===== src/lfjn_pkg.sv =====
// Package: shared types and constants for the line-follow junction navigator.
`timescale 1ns / 1ps

package lfjn_pkg;

    // Configuration port widths
    localparam int CFG_IDX_W  = 3;
    localparam int CFG_DATA_W = 12;

    // Result field widths
    localparam int SPEED_W = 14;
    localparam int COUNT_W = 9;
    localparam int OUT_W   = 40;

    localparam logic [COUNT_W-1:0] COUNT_MAX = 9'd511;

    // Fixed wheel commands during a timed turn
    localparam logic signed [SPEED_W-1:0] TURN_SLOW = -14'sd70;
    localparam logic signed [SPEED_W-1:0] TURN_FAST = 14'sd180;

    // Configuration register indexes
    typedef enum logic [CFG_IDX_W-1:0] {
        REG_TARGET_NODES  = 3'd0,
        REG_TRAVEL_MODE   = 3'd1,
        REG_TRACK_MAX     = 3'd2,
        REG_BOARD_MIN     = 3'd3,
        REG_FORWARD_SPEED = 3'd4,
        REG_STEER_GAIN    = 3'd5,
        REG_TURN_TICKS    = 3'd6
    } t_reg_idx;

    // Travel modes (code 3 drives straight)
    typedef enum logic [1:0] {
        MODE_LEFT     = 2'd0,
        MODE_RIGHT    = 2'd1,
        MODE_STRAIGHT = 2'd2
    } t_mode;

    // Register reset values
    localparam logic [7:0]  RST_TARGET_NODES  = 8'd2;
    localparam logic [1:0]  RST_TRAVEL_MODE   = 2'd2;
    localparam logic [11:0] RST_TRACK_MAX     = 12'd500;
    localparam logic [11:0] RST_BOARD_MIN     = 12'd700;
    localparam logic [9:0]  RST_FORWARD_SPEED = 10'd200;
    localparam logic [7:0]  RST_STEER_GAIN    = 8'd26;
    localparam logic [7:0]  RST_TURN_TICKS    = 8'd25;

    // Configuration register bank contents
    typedef struct packed {
        logic [7:0]  target_nodes;
        logic [1:0]  travel_mode;
        logic [11:0] track_max;
        logic [11:0] board_min;
        logic [9:0]  forward_speed;
        logic [7:0]  steer_gain;
        logic [7:0]  turn_ticks;
    } t_cfg;

    // One result item
    typedef struct packed {
        logic                      leg_done;
        logic                      is_turning;
        logic [COUNT_W-1:0]        junction_count;
        logic                      junction_found;
        logic signed [SPEED_W-1:0] right_speed;
        logic signed [SPEED_W-1:0] left_speed;
    } t_result;

endpackage


===== src/lfjn_cfg_regs.sv =====
// Configuration register bank written through the config request channel.
`timescale 1ns / 1ps

module lfjn_cfg_regs
    import lfjn_pkg::*;
(
    input  logic                  i_clk,
    input  logic                  i_rst_n,
    input  logic                  i_wr,
    input  logic [CFG_IDX_W-1:0]  i_idx,
    input  logic [CFG_DATA_W-1:0] i_data,
    output t_cfg                  o_cfg
);

    t_cfg r_cfg;
    t_cfg n_cfg;

    // Decode the written register
    always_comb begin
        n_cfg = r_cfg;
        if (i_wr) begin
            case (t_reg_idx'(i_idx))
                REG_TARGET_NODES:  n_cfg.target_nodes  = i_data[7:0];
                REG_TRAVEL_MODE:   n_cfg.travel_mode   = i_data[1:0];
                REG_TRACK_MAX:     n_cfg.track_max     = i_data[11:0];
                REG_BOARD_MIN:     n_cfg.board_min     = i_data[11:0];
                REG_FORWARD_SPEED: n_cfg.forward_speed = i_data[9:0];
                REG_STEER_GAIN:    n_cfg.steer_gain    = i_data[7:0];
                REG_TURN_TICKS:    n_cfg.turn_ticks    = i_data[7:0];
                default: ;
            endcase
        end
    end

    always_ff @(posedge i_clk) begin
        if (!i_rst_n) begin
            r_cfg.target_nodes  <= RST_TARGET_NODES;
            r_cfg.travel_mode   <= RST_TRAVEL_MODE;
            r_cfg.track_max     <= RST_TRACK_MAX;
            r_cfg.board_min     <= RST_BOARD_MIN;
            r_cfg.forward_speed <= RST_FORWARD_SPEED;
            r_cfg.steer_gain    <= RST_STEER_GAIN;
            r_cfg.turn_ticks    <= RST_TURN_TICKS;
        end else begin
            r_cfg <= n_cfg;
        end
    end

    assign o_cfg = r_cfg;

endmodule


===== src/lfjn_steer.sv =====
// Proportional steering: Q8 gain times sensor difference, trunc toward zero, saturate.
`timescale 1ns / 1ps

module lfjn_steer
    import lfjn_pkg::*;
#(
    parameter int SENSOR_BITS = 12
) (
    input  logic [SENSOR_BITS-1:0]    i_left,
    input  logic [SENSOR_BITS-1:0]    i_right,
    input  logic [9:0]                i_forward_speed,
    input  logic [7:0]                i_steer_gain,
    output logic signed [SPEED_W-1:0] o_left_cmd,
    output logic signed [SPEED_W-1:0] o_right_cmd
);

    localparam int DIFF_W = SENSOR_BITS + 1;
    localparam int PROD_W = SENSOR_BITS + 10;
    localparam int SUM_W  = SENSOR_BITS + 12;

    logic signed [DIFF_W-1:0] diff;
    logic signed [PROD_W-1:0] corr;
    logic signed [SUM_W-1:0]  corr_ext;
    logic signed [SUM_W-1:0]  base;
    logic signed [SUM_W-1:0]  sum_l;
    logic signed [SUM_W-1:0]  sum_r;

    // Quotient by 256 rounding toward zero
    function automatic logic signed [SUM_W-1:0] div256(input logic signed [SUM_W-1:0] v);
        logic signed [SUM_W-1:0] adj;
        adj = v[SUM_W-1] ? (v + SUM_W'(255)) : v;
        return adj >>> 8;
    endfunction

    // Clamp to the 14-bit command range
    function automatic logic signed [SPEED_W-1:0] sat(input logic signed [SUM_W-1:0] q);
        logic fits;
        fits = (&q[SUM_W-1:SPEED_W-1]) | ~(|q[SUM_W-1:SPEED_W-1]);
        if (fits) return q[SPEED_W-1:0];
        return q[SUM_W-1] ? {1'b1, {(SPEED_W-1){1'b0}}} : {1'b0, {(SPEED_W-1){1'b1}}};
    endfunction

    assign diff     = $signed({1'b0, i_right}) - $signed({1'b0, i_left});
    assign corr     = $signed({{(PROD_W-8){1'b0}}, i_steer_gain}) *
                      $signed({{(PROD_W-DIFF_W){diff[DIFF_W-1]}}, diff});
    assign corr_ext = {{(SUM_W-PROD_W){corr[PROD_W-1]}}, corr};
    assign base     = $signed({{(SUM_W-18){1'b0}}, i_forward_speed, 8'b0});
    assign sum_l    = base - corr_ext;
    assign sum_r    = base + corr_ext;

    assign o_left_cmd  = sat(div256(sum_l));
    assign o_right_cmd = sat(div256(sum_r));

endmodule


===== src/lfjn_nav.sv =====
// Navigation state: junction detection, counting, timed turns and leg end.
`timescale 1ns / 1ps

module lfjn_nav
    import lfjn_pkg::*;
#(
    parameter int SENSOR_BITS = 12
) (
    input  logic                   i_clk,
    input  logic                   i_rst_n,
    input  logic                   i_adv,
    input  t_cfg                   i_cfg,
    input  logic [SENSOR_BITS-1:0] i_left,
    input  logic [SENSOR_BITS-1:0] i_center,
    input  logic [SENSOR_BITS-1:0] i_right,
    output t_result                o_res
);

    localparam int CMP_W = (SENSOR_BITS > 12) ? SENSOR_BITS : 12;

    logic [COUNT_W-1:0]        r_cnt, n_cnt;
    logic                      r_onj, n_onj;
    logic                      r_ta, n_ta;
    logic [7:0]                r_cd, n_cd;
    logic                      r_begun, n_begun;
    logic signed [SPEED_W-1:0] r_lh, n_lh;
    logic signed [SPEED_W-1:0] r_rh, n_rh;

    logic signed [SPEED_W-1:0] steer_l, steer_r;
    logic [COUNT_W-1:0] target_ext;
    logic [COUNT_W-1:0] cnt_tick;
    logic on_l, on_c, on_r, off_l, off_r;
    logic sense, all_on, found, left_node, right_turn, turning_leg, turn_now;
    logic pat_ok, done;
    logic [7:0] cd_dec;

    lfjn_steer #(
        .SENSOR_BITS(SENSOR_BITS)
    ) u_steer (
        .i_left         (i_left),
        .i_right        (i_right),
        .i_forward_speed(i_cfg.forward_speed),
        .i_steer_gain   (i_cfg.steer_gain),
        .o_left_cmd     (steer_l),
        .o_right_cmd    (steer_r)
    );

    // Sensor classification; on-line wins over off-line
    assign on_l  = CMP_W'(i_left)   <= CMP_W'(i_cfg.track_max);
    assign on_c  = CMP_W'(i_center) <= CMP_W'(i_cfg.track_max);
    assign on_r  = CMP_W'(i_right)  <= CMP_W'(i_cfg.track_max);
    assign off_l = !on_l && (CMP_W'(i_left)  >= CMP_W'(i_cfg.board_min));
    assign off_r = !on_r && (CMP_W'(i_right) >= CMP_W'(i_cfg.board_min));

    assign target_ext  = {1'b0, i_cfg.target_nodes};
    assign sense       = r_cnt <= target_ext;
    assign all_on      = on_l && on_c && on_r;
    assign found       = sense && !r_onj && all_on;
    assign left_node   = r_onj && !all_on;
    assign right_turn  = i_cfg.travel_mode == MODE_RIGHT;
    assign turning_leg = (i_cfg.travel_mode == MODE_LEFT || right_turn) && (!r_begun || r_ta);
    assign turn_now    = turning_leg && (left_node || r_ta);
    assign cd_dec      = (r_cd != 8'd0) ? (r_cd - 8'd1) : r_cd;
    assign pat_ok      = right_turn ? (on_l && on_c && off_r) : (off_l && on_c && on_r);

    // Per-tick state update and result
    always_comb begin
        n_cnt   = r_cnt;
        n_onj   = r_onj;
        n_ta    = r_ta;
        n_cd    = r_cd;
        n_begun = r_begun;
        n_lh    = r_lh;
        n_rh    = r_rh;
        if (sense) begin
            n_onj = all_on;
            if (found && r_cnt != COUNT_MAX) begin
                n_cnt = r_cnt + COUNT_W'(1);
            end
            if (turn_now) begin
                n_begun = 1'b1;
                if (!r_ta) begin
                    n_ta = 1'b1;
                    n_cd = i_cfg.turn_ticks;
                    n_lh = right_turn ? TURN_FAST : TURN_SLOW;
                    n_rh = right_turn ? TURN_SLOW : TURN_FAST;
                end else begin
                    n_cd = cd_dec;
                    if (cd_dec == 8'd0 && pat_ok) begin
                        n_ta = 1'b0;
                    end
                end
            end else begin
                n_lh = steer_l;
                n_rh = steer_r;
            end
        end
        cnt_tick = n_cnt;
        done     = cnt_tick > target_ext;

        o_res.left_speed     = done ? '0 : n_lh;
        o_res.right_speed    = done ? '0 : n_rh;
        o_res.junction_found = found;
        o_res.junction_count = cnt_tick;
        o_res.is_turning     = n_ta;
        o_res.leg_done       = done;

        // Leg end clears the count and the turn-taken flag
        if (done) begin
            n_cnt   = '0;
            n_begun = 1'b0;
        end
    end

    always_ff @(posedge i_clk) begin
        if (!i_rst_n) begin
            r_cnt   <= '0;
            r_onj   <= 1'b0;
            r_ta    <= 1'b0;
            r_cd    <= '0;
            r_begun <= 1'b0;
            r_lh    <= '0;
            r_rh    <= '0;
        end else if (i_adv) begin
            r_cnt   <= n_cnt;
            r_onj   <= n_onj;
            r_ta    <= n_ta;
            r_cd    <= n_cd;
            r_begun <= n_begun;
            r_lh    <= n_lh;
            r_rh    <= n_rh;
        end
    end

    // A finished leg always restarts the count
    a_done_clears: assert property (@(posedge i_clk) disable iff (!i_rst_n)
        i_adv && done |=> r_cnt == '0)
        else $error("junction count not cleared after leg end");

    // The count moves by at most one junction per tick
    a_count_step: assert property (@(posedge i_clk) disable iff (!i_rst_n)
        i_adv |=> (r_cnt == '0) || (r_cnt == $past(r_cnt)) ||
                  (r_cnt == $past(r_cnt) + COUNT_W'(1)))
        else $error("junction count jumped");

    // A turn start loads the countdown from the turn length register
    a_turn_load: assert property (@(posedge i_clk) disable iff (!i_rst_n)
        i_adv && !r_ta && n_ta |=> r_ta && r_cd == $past(i_cfg.turn_ticks))
        else $error("turn countdown not loaded on turn start");

endmodule


===== src/line_follow_junction_navigator_core.sv =====
// A request waits in the input register, its result in the result register; the nav
// state updates in the single compute stage. Throughput: one request per cycle unless
// the output stalls. Input register and result register decouple the two stream sides.
// Reset (i_rst_n low, synchronous) empties both stages, zeroes the nav state and
// loads the configuration registers with their defaults.
`timescale 1ns / 1ps

module line_follow_junction_navigator_core
    import lfjn_pkg::*;
#(
    parameter int SENSOR_BITS = 12
) (
    input  logic                  i_clk,
    input  logic                  i_rst_n,
    // Sensor request stream
    input  logic                  s_axis_tvalid,
    output logic                  s_axis_tready,
    // [left_reading, center_reading, right_reading], lowest first
    input  logic [((3*SENSOR_BITS+7)/8)*8-1:0] s_axis_tdata,
    // Result stream
    output logic                  m_axis_tvalid,
    input  logic                  m_axis_tready,
    // [left_speed 14, right_speed 14, junction_found, junction_count 9,
    //  is_turning, leg_done], lowest first
    output logic [OUT_W-1:0]      m_axis_tdata,
    // Configuration write channel
    input  logic                  i_cfg_valid,
    output logic                  o_cfg_ready,
    input  logic [CFG_IDX_W-1:0]  i_cfg_index,
    input  logic [CFG_DATA_W-1:0] i_cfg_data
);

    logic                   r_in_valid;
    logic [SENSOR_BITS-1:0] r_in_l, r_in_c, r_in_r;
    logic                   r_out_valid;
    logic [OUT_W-1:0]       r_out_data;
    logic                   adv;
    t_cfg                   cfg;
    t_result                res;

    assign o_cfg_ready = 1'b1;

    lfjn_cfg_regs u_cfg (
        .i_clk  (i_clk),
        .i_rst_n(i_rst_n),
        .i_wr   (i_cfg_valid),
        .i_idx  (i_cfg_index),
        .i_data (i_cfg_data),
        .o_cfg  (cfg)
    );

    lfjn_nav #(
        .SENSOR_BITS(SENSOR_BITS)
    ) u_nav (
        .i_clk   (i_clk),
        .i_rst_n (i_rst_n),
        .i_adv   (adv),
        .i_cfg   (cfg),
        .i_left  (r_in_l),
        .i_center(r_in_c),
        .i_right (r_in_r),
        .o_res   (res)
    );

    // Stage handshake: compute moves when the result register is free or draining
    assign adv           = r_in_valid && (!r_out_valid || m_axis_tready);
    assign s_axis_tready = !r_in_valid || adv;

    // Input register
    always_ff @(posedge i_clk) begin
        if (!i_rst_n) begin
            r_in_valid <= 1'b0;
        end else if (s_axis_tready) begin
            r_in_valid <= s_axis_tvalid;
        end
    end

    always_ff @(posedge i_clk) begin
        if (s_axis_tvalid && s_axis_tready) begin
            r_in_l <= s_axis_tdata[SENSOR_BITS-1:0];
            r_in_c <= s_axis_tdata[2*SENSOR_BITS-1:SENSOR_BITS];
            r_in_r <= s_axis_tdata[3*SENSOR_BITS-1:2*SENSOR_BITS];
        end
    end

    // Result register
    always_ff @(posedge i_clk) begin
        if (!i_rst_n) begin
            r_out_valid <= 1'b0;
        end else if (adv) begin
            r_out_valid <= 1'b1;
        end else if (m_axis_tready) begin
            r_out_valid <= 1'b0;
        end
    end

    always_ff @(posedge i_clk) begin
        if (adv) begin
            r_out_data <= {res.leg_done, res.is_turning, res.junction_count,
                           res.junction_found, res.right_speed, res.left_speed};
        end
    end

    assign m_axis_tvalid = r_out_valid;
    assign m_axis_tdata  = r_out_data;

    // A request held in the input stage is never dropped while the output stalls
    a_no_drop: assert property (@(posedge i_clk) disable iff (!i_rst_n)
        r_in_valid && r_out_valid && !m_axis_tready |=> r_in_valid && r_out_valid)
        else $error("request lost under output stall");

endmodule


===== config.mk =====
export PLATFORM = sky130hd
export DESIGN_NAME = line_follow_junction_navigator_core
export DESIGN_NICKNAME = d
export VERILOG_FILES = /design/src/lfjn_pkg.sv /design/src/lfjn_cfg_regs.sv /design/src/lfjn_steer.sv /design/src/lfjn_nav.sv /design/src/line_follow_junction_navigator_core.sv
export SDC_FILE = /design/constraint.sdc
export NUM_CORES = 1
export LEC_CHECK = 0
export ABC_AREA = 0
export BUFFER_PORTS_ARGS = -buffer_cell sky130_fd_sc_hd__buf_4
export CAP_MARGIN = 20
export CORE_ASPECT_RATIO = 0.75
export CORE_UTILIZATION = 50
export CTS_CLUSTER_DIAMETER = 30
export DETAILED_ROUTE_END_ITERATION = 10
export PLACE_DENSITY = 0.8
export SLEW_MARGIN = 10
export SYNTH_ARGS = -nofsm -noshare
export SYNTH_HDL_FRONTEND = slang
export SYNTH_HIERARCHICAL = 1
export SYNTH_SLANG_ARGS = --single-unit
export TNS_END_PERCENT = 30

===== constraint.sdc =====
create_clock -name i_clk -period 9.98 [get_ports i_clk]
set_clock_uncertainty 0.05 [all_clocks]
set_input_delay 0.998 -clock i_clk [delete_from_list [all_inputs] [get_ports i_clk]]
set_output_delay 0.998 -clock i_clk [all_outputs]
set_load 0.005 [all_outputs]

* Word-level counts from Yosys, hierarchy flattened
Index checks and enable logic that the tools add are counted.
Widths: inputs -> output; s select.
** Cells by class
- Add/sub/neg operators :: 7
- Multiply operators :: 1
- Div/mod/pow operators :: 0
- Magnitude comparators :: 7
- Eq/ne operators :: 8
- Shifts and indexed selects :: 0
- Multiplexer cells :: 33
- Bitwise logic cells :: 4
- Reductions and logical operators :: 49
** Operator list (count)
- $mux 14 :: 14
- $add 23x9->24 const B :: 2
- $mux 24 :: 2
- $le 12x12->1 :: 3
- $mux 9 :: 3
- $ge 12x12->1 :: 2
- $add 19x22->23 :: 1
- $sub 19x22->23 :: 1
- $mul 9x13->22 :: 1
- $logic_and 1x1->1 :: 16
- $mux 8 :: 2
- $reduce_and 2->1 :: 8
- $sub 12x12->13 :: 1
- $mux 1 :: 12
- $reduce_and 3->1 :: 4
- $add 9x1->9 const B :: 1
- $eq 3x3->1 const B :: 3
- $gt 9x8->1 :: 1
- $le 9x8->1 :: 1
- $ne 9x9->1 const B :: 1
- $logic_not 8->1 :: 1
- $reduce_bool 8->1 :: 1
- $sub 8x1->8 const B :: 1
- $logic_not 1->1 :: 7
- 10 further kinds :: 20
** Word-level totals
- Register bits after elaboration :: 186
- Bits in latches :: 0
- Memory bits (writable) :: 0
- Memory bits (read-only) :: 0
- Input bits :: 60
- Output and inout port bits :: 43
- Memories :: 0

* Logic depth before layout (Yosys ltp)
- Word-level depth :: 12
- Mapped depth :: 42

* Hierarchy
The synthesis kept the hierarchy.
** Modules (own cells, without submodules)
- lfjn_steer :: instances 1, cells an instance 941, area each 7061.8 um^2, seq. area each 0.0 um^2
- lfjn_nav :: instances 1, cells an instance 638, area each 4854.7 um^2, seq. area each 960.9 um^2
- line_follow_junction_navigator_core :: instances 1, cells an instance 87, area each 2397.3 um^2, seq. area each 2322.2 um^2
- lfjn_cfg_regs :: instances 1, cells an instance 232, area each 2391.0 um^2, seq. area each 1201.2 um^2

* Worst setup path after synthesis
Ideal clock, no wire load.
- Path kind :: reg2reg
- Start point :: register r_in_l[1]
- End point :: register r_out_data[10] (netlist: m_axis_tdata[10]) (data pin)
- Setup time :: 275 ps
- Arrival :: 9234 ps
- Required time :: 9655 ps
- Setup slack :: 421 ps
- Cell stages (with the launch flop) :: 40
- Path buffers :: 2
- Period minus slack after synthesis :: 9559 ps
- Cell sequence :: edfxtp_1 inv_1 ha_1 nor2b_1 o21ai_0 a21boi_0 o21ai_0 a21boi_0 o21ai_0 a21oi_1 a211o_1 o311ai_1 mux2_2 fa_1 inv_1 fa_1 fa_1 inv_1 [4 not listed] o41ai_1 nand2b_1 a21o_1 xor2_1 ha_1 buf_6 nor2_1 or4_1 o211ai_1 a311oi_1 or4b_4 nand4bb_4 or4_4 a21oi_2 buf_6 o21ai_1 mux2i_1 a211oi_1
** On the way
- Longest elaborated chain between the ends :: 12
- Elaborated cells on any way between the ends :: 27
- Classes of those cells :: add/sub (3); mul (1); order compare (2); mux (9); bitwise (2); reduce/logical (10)
** RTL lines
- start, declared :: RTL line line_follow_junction_navigator_core.sv:34 : logic [SENSOR_BITS-1:0] r_in_l, r_in_c, r_in_r;
- start signal, assigned :: RTL line line_follow_junction_navigator_core.sv:80 : r_in_l <= s_axis_tdata[SENSOR_BITS-1:0];
- $sub 12x12->13 * :: RTL line lfjn_steer.sv:43 : assign diff = $signed({1'b0, i_right}) - $signed({1'b0, i_left});
- $mul 9x13->22 * :: RTL line lfjn_steer.sv:44 : assign corr = $signed({{(PROD_W-8){1'b0}}, i_steer_gain}) *
- $sub 19x22->23 * :: RTL line lfjn_steer.sv:48 : assign sum_l = base - corr_ext;
- $add 23x9->24 :: RTL line lfjn_steer.sv:31 : adj = v[SUM_W-1] ? (v + SUM_W'(255)) : v;
- $mux 24 * :: RTL line lfjn_steer.sv:31
- $reduce_or 3->1 :: RTL line lfjn_steer.sv:38 : fits = (&q[SUM_W-1:SPEED_W-1]) | ~(|q[SUM_W-1:SPEED_W-1]);
- $not 1->1 :: RTL line lfjn_steer.sv:38
- $or 1x1->1 :: RTL line lfjn_steer.sv:38
- $mux 1 :: RTL line lfjn_steer.sv:39 : if (fits) return q[SPEED_W-1:0];
- $mux 14 * :: RTL line lfjn_steer.sv:40 : return q[SUM_W-1] ? {1'b1, {(SPEED_W-1){1'b0}}} : {1'b0, {(SPEED_W-1){1'b1}}};
- named net u_nav.steer_l[10] :: RTL line lfjn_nav.sv:29 : logic signed [SPEED_W-1:0] steer_l, steer_r;
- $mux 14 * :: RTL line lfjn_nav.sv:80 : if (turn_now) begin
- $mux 14 * :: RTL line lfjn_nav.sv:75 : if (sense) begin
- end signal, assigned :: RTL line line_follow_junction_navigator_core.sv:99 : r_out_data <= {res.leg_done, res.is_turning, res.junction_count,
- end, declared :: RTL line line_follow_junction_navigator_core.sv:36 : logic [OUT_W-1:0] r_out_data;
The timed path passes the listed nets; every way through them passes the cells marked *. The select of a mux whose other input is x is not followed.
A chain may end at the register's enable or synchronous reset.

* Final worst setup path
- Start point :: register r_in_l[1]
- End point :: register r_out_data[23] (netlist: m_axis_tdata[23]) (data pin)
** On the way
- Longest elaborated chain between the ends :: 12
- Elaborated cells on any way between the ends :: 27
- Classes of those cells :: add/sub (3); mul (1); order compare (2); mux (9); bitwise (2); reduce/logical (10)
** RTL lines
- $sub 12x12->13 * :: RTL line lfjn_steer.sv:43
- $mul 9x13->22 * :: RTL line lfjn_steer.sv:44
- $add 19x22->23 * :: RTL line lfjn_steer.sv:49 : assign sum_r = base + corr_ext;
- $add 23x9->24 :: RTL line lfjn_steer.sv:31
- $mux 24 * :: RTL line lfjn_steer.sv:31
- $reduce_or 3->1 :: RTL line lfjn_steer.sv:38
- $not 1->1 :: RTL line lfjn_steer.sv:38
- $or 1x1->1 :: RTL line lfjn_steer.sv:38
- $mux 1 :: RTL line lfjn_steer.sv:39
- $mux 14 * :: RTL line lfjn_steer.sv:40
- named net u_nav.steer_r[9] :: RTL line lfjn_nav.sv:29
- $mux 14 * :: RTL line lfjn_nav.sv:80
- $mux 14 * :: RTL line lfjn_nav.sv:75
Marks and branches as above.

==> results.tsv <==
stage	metric	value	unit
status	status	finished, final reports clean	
synthesis	Cell variety after synth	97	
synthesis	Synth area leader	edfxtp_1	
worst_setup_path	flop-to-flop setup slack	420	ps
synthesis	Synth top area share	0.137	
clock_network	clock latency on the worst-skew pair	450	ps
cells_and_area	cell area after layout	0.0190	mm^2
clock_network	CTS tree	built	
synthesis	Cell Area, Synth	0.0167	mm^2
placed_design	GPL Wtd Cong	0.985	
worst_setup_path	Crit-path slowest cell	fa_1	
flow_run	max cap viols	0	
global_routing	largest net degree at the start of global routing	86	
placed_design	DP Wirelength	34200	um
cells_and_area	final core utilization	0.581	
worst_setup_path	RR Startpoint	r_in_l[1]	
synthesis	Synth Register Bits	186	
synthesis	syn_nets	2202	
worst_setup_path	CP startpoint kind	flop	
synthesis	Synth area leaders	edfxtp_1, dfxtp_1, ha_1	
die	full die area	0.0342	mm^2
sta	actual slew at the worst max-slew pin	975	ps
synthesis	Avg Inst Size Synth	8.80	um^2
route	WL per Instance	18.2	um
route	vias	14500	
sta	fin worst setup slack	425	ps
route	vias per inst	5.91	
synthesis	Cells after Synth	1898	
placed_design	area post-placement	0.0181	mm^2
worst_setup_path	CP Max Fanout	13	
route	Initial DRT Pass Iterations	5	
global_routing	antenna violations before repair	0	
worst_setup_path	CP Capture Type	flop	
cells_and_area	Layout area overhead	13.6	%
cells_and_area	n_diodes	0	
hold_path	Worst Hold Endpoint	u_cfg/o_cfg[34]	
clock_network	CTS Buf Count	17	
route	DR iter-0 viols	1345	
die	Die W	213	um
die	initial core utilization	0.511	
placed_design	PortBufs	97	
route	WL final	44800	um
worst_setup_path	crit path launch	r_in_l[1]	
sta	setup TNS	0	ps
sta	Slew headroom	0.350	
synthesis	Syn. warnings	6	
clock_network	Num Clock Sinks	186	
worst_setup_path	critical path class	reg2reg	
synthesis	most instantiated library cell after synthesis	inv_1	
clock_network	clock buffer depth	2	
worst_setup_path	Worst Path Arrival	9660	ps
hold_path	hold path depth	2	
worst_setup_path	Worst R2R Path Depth	40	
sta	count of pins over their slew limit	0	
route	DR DRC count	0	
worst_setup_path	FF-to-FF End	m_axis_tdata[23]	
synthesis	Async SR Flop Fraction	0	
hold_path	worst hold path class	reg2reg	
synthesis	number of flops mapped to enable cells by yosys	76	
die	CORE AREA	0.0327	mm^2
die	row count	57	
sta	Fin. Hold Viols	0	
die	die span in y	160	um
cells_and_area	Fillers	2758	
die	I/O pin count	103	
synthesis	Primary FF master, synth	dfxtp_1	
global_routing	total gr overflow	0	
route	Post-DRT Antenna Nets	0	
synthesis	sequential area share after synthesis	0.268	
synthesis	most frequent cells after synthesis	inv_1, nand2_1, ha_1	
global_routing	All-Layer GR Usage	0.264	
sta	Tmin final	9560	ps
global_routing	first-pass GRT wire length	72100	um
cells_and_area	share of cells above drive strength 1	0.138	
global_routing	vias in the first global route	14100	
worst_setup_path	Slowest Stage Delay on Critical Path	540	ps
cells_and_area	area of the multi-input gates	0.0111	mm^2
clock_network	H-tree Lvls	4	
sta	crit share post-route	0.957	
sta	setup violators final	0	
cells_and_area	Reg area	0.00448	mm^2
cells_and_area	Total Nets Final	2306	
clock_network	Root Buffer	clkbuf_16	
hold_path	min-delay src	u_cfg/o_cfg[34]	
sta	maximum clock rate	105	MHz
placed_design	Place WS	-68.5	ps
clock_network	clock-pin transition on the worst setup and hold timing paths	80	ps
worst_setup_path	worst path required time	10080	ps
## cells in the final DEF, fill, tap and decap left out, types with 14 or more instances in the layout
cell type	count
o211ai_1	14
nand2b_1	20
nor3_1	32
nand3_1	51
nor2b_1	46
xor2_1	26
o21ai_0	80
ha_1	157
xnor2_1	46
nor2_1	125
a211oi_1	28
edfxtp_1	76
fa_1	84
dfxtp_1	110
a21o_1	27
a21oi_1	87
o21ai_1	21
and2_1	36
nand4_1	23
inv_1	233
buf_4	169
nand2_1	162
clkbuf_16	17
mux2i_1	84
## metal layers
metal,share of wire,vias up,global-route usage,wire length [um]
met1,0.44,7078,0.374,19900
met2,0.46,602,0.417,20700
met4,0.017,0,0.0667,753
met3,0.079,72,0.0424,3530
met5,0,-,0,0
li1,-,6763,-,-
## layout make-up
type,count,area share
clock buffer,19,0.0233
inverter,237,0.0471
timing repair buffer,174,0.0697
sequential,186,0.236
tap,442,0.0292
clock inverter,13,0.00785
multi-input combinational,1386,0.587
## cells by family (layout without fill, tap and decap cells)
group                      count (synthesis)  count (layout)  synth area share
AOI/OAI and AO/OA                        387             387             0.153
buffers and inverters                    326             443            0.0792
adders and majority gates                244             244             0.221
and+or+nand+nor                          585             585             0.181
xor gates and xnor gates                  78              78            0.0413
muxes                                     91              91            0.0551
DFF                                      186             186             0.268
other                                      1               1          0.000224
## worst max-delay path, delay by kind of cell (launching register included)
family	cells	cell delay, ps
compound gates	19	3660
fa+ha+maj	7	2870
buf+inv	8	920
mux	2	600
simple gates	3	530
flops	1	440
xor+xnor	1	170
## timing repair
action	CTS	global route
hold buffers	0	0
setup endpoints to repair	22	56
endpoints found under the hold margin	0	0
buffers inserted	0	11
resized for setup	2	50
pin swaps	0	14
## how the worst max path moves through the flow
stage,to,depth (start not counted)
after floorplan,m_axis_tdata[10],39
after global placement,m_axis_tdata[1],38
after detailed placement,m_axis_tdata[23],37
after CTS,m_axis_tdata[16],37
after global routing,m_axis_tdata[1],41
final,m_axis_tdata[23],40
## through the flow
stage / hold slack (ps) / instances
2_1_floorplan: 385 / 1898
3_3_place_gp: 395 / 2410
3_5_place_dp: 405 / 2411
4_1_cts: 416 / 2443
5_1_grt: 424 / 2457
6_report: 415 / 2457
## sequential cells by signal (all words and copies together), names as in the netlist, 9 cells and up
name          count
m_axis_tdata     40
r_in_c           12
r_in_l           12
r_in_r           12
u_cfg/o_cfg      60
u_nav/r_cnt       9
u_nav/r_lh       14
u_nav/r_rh       14
Power is left out: the tool's default activity adds up to more than one toggle a clock period on the data nets, which glitch-free logic cannot reach.
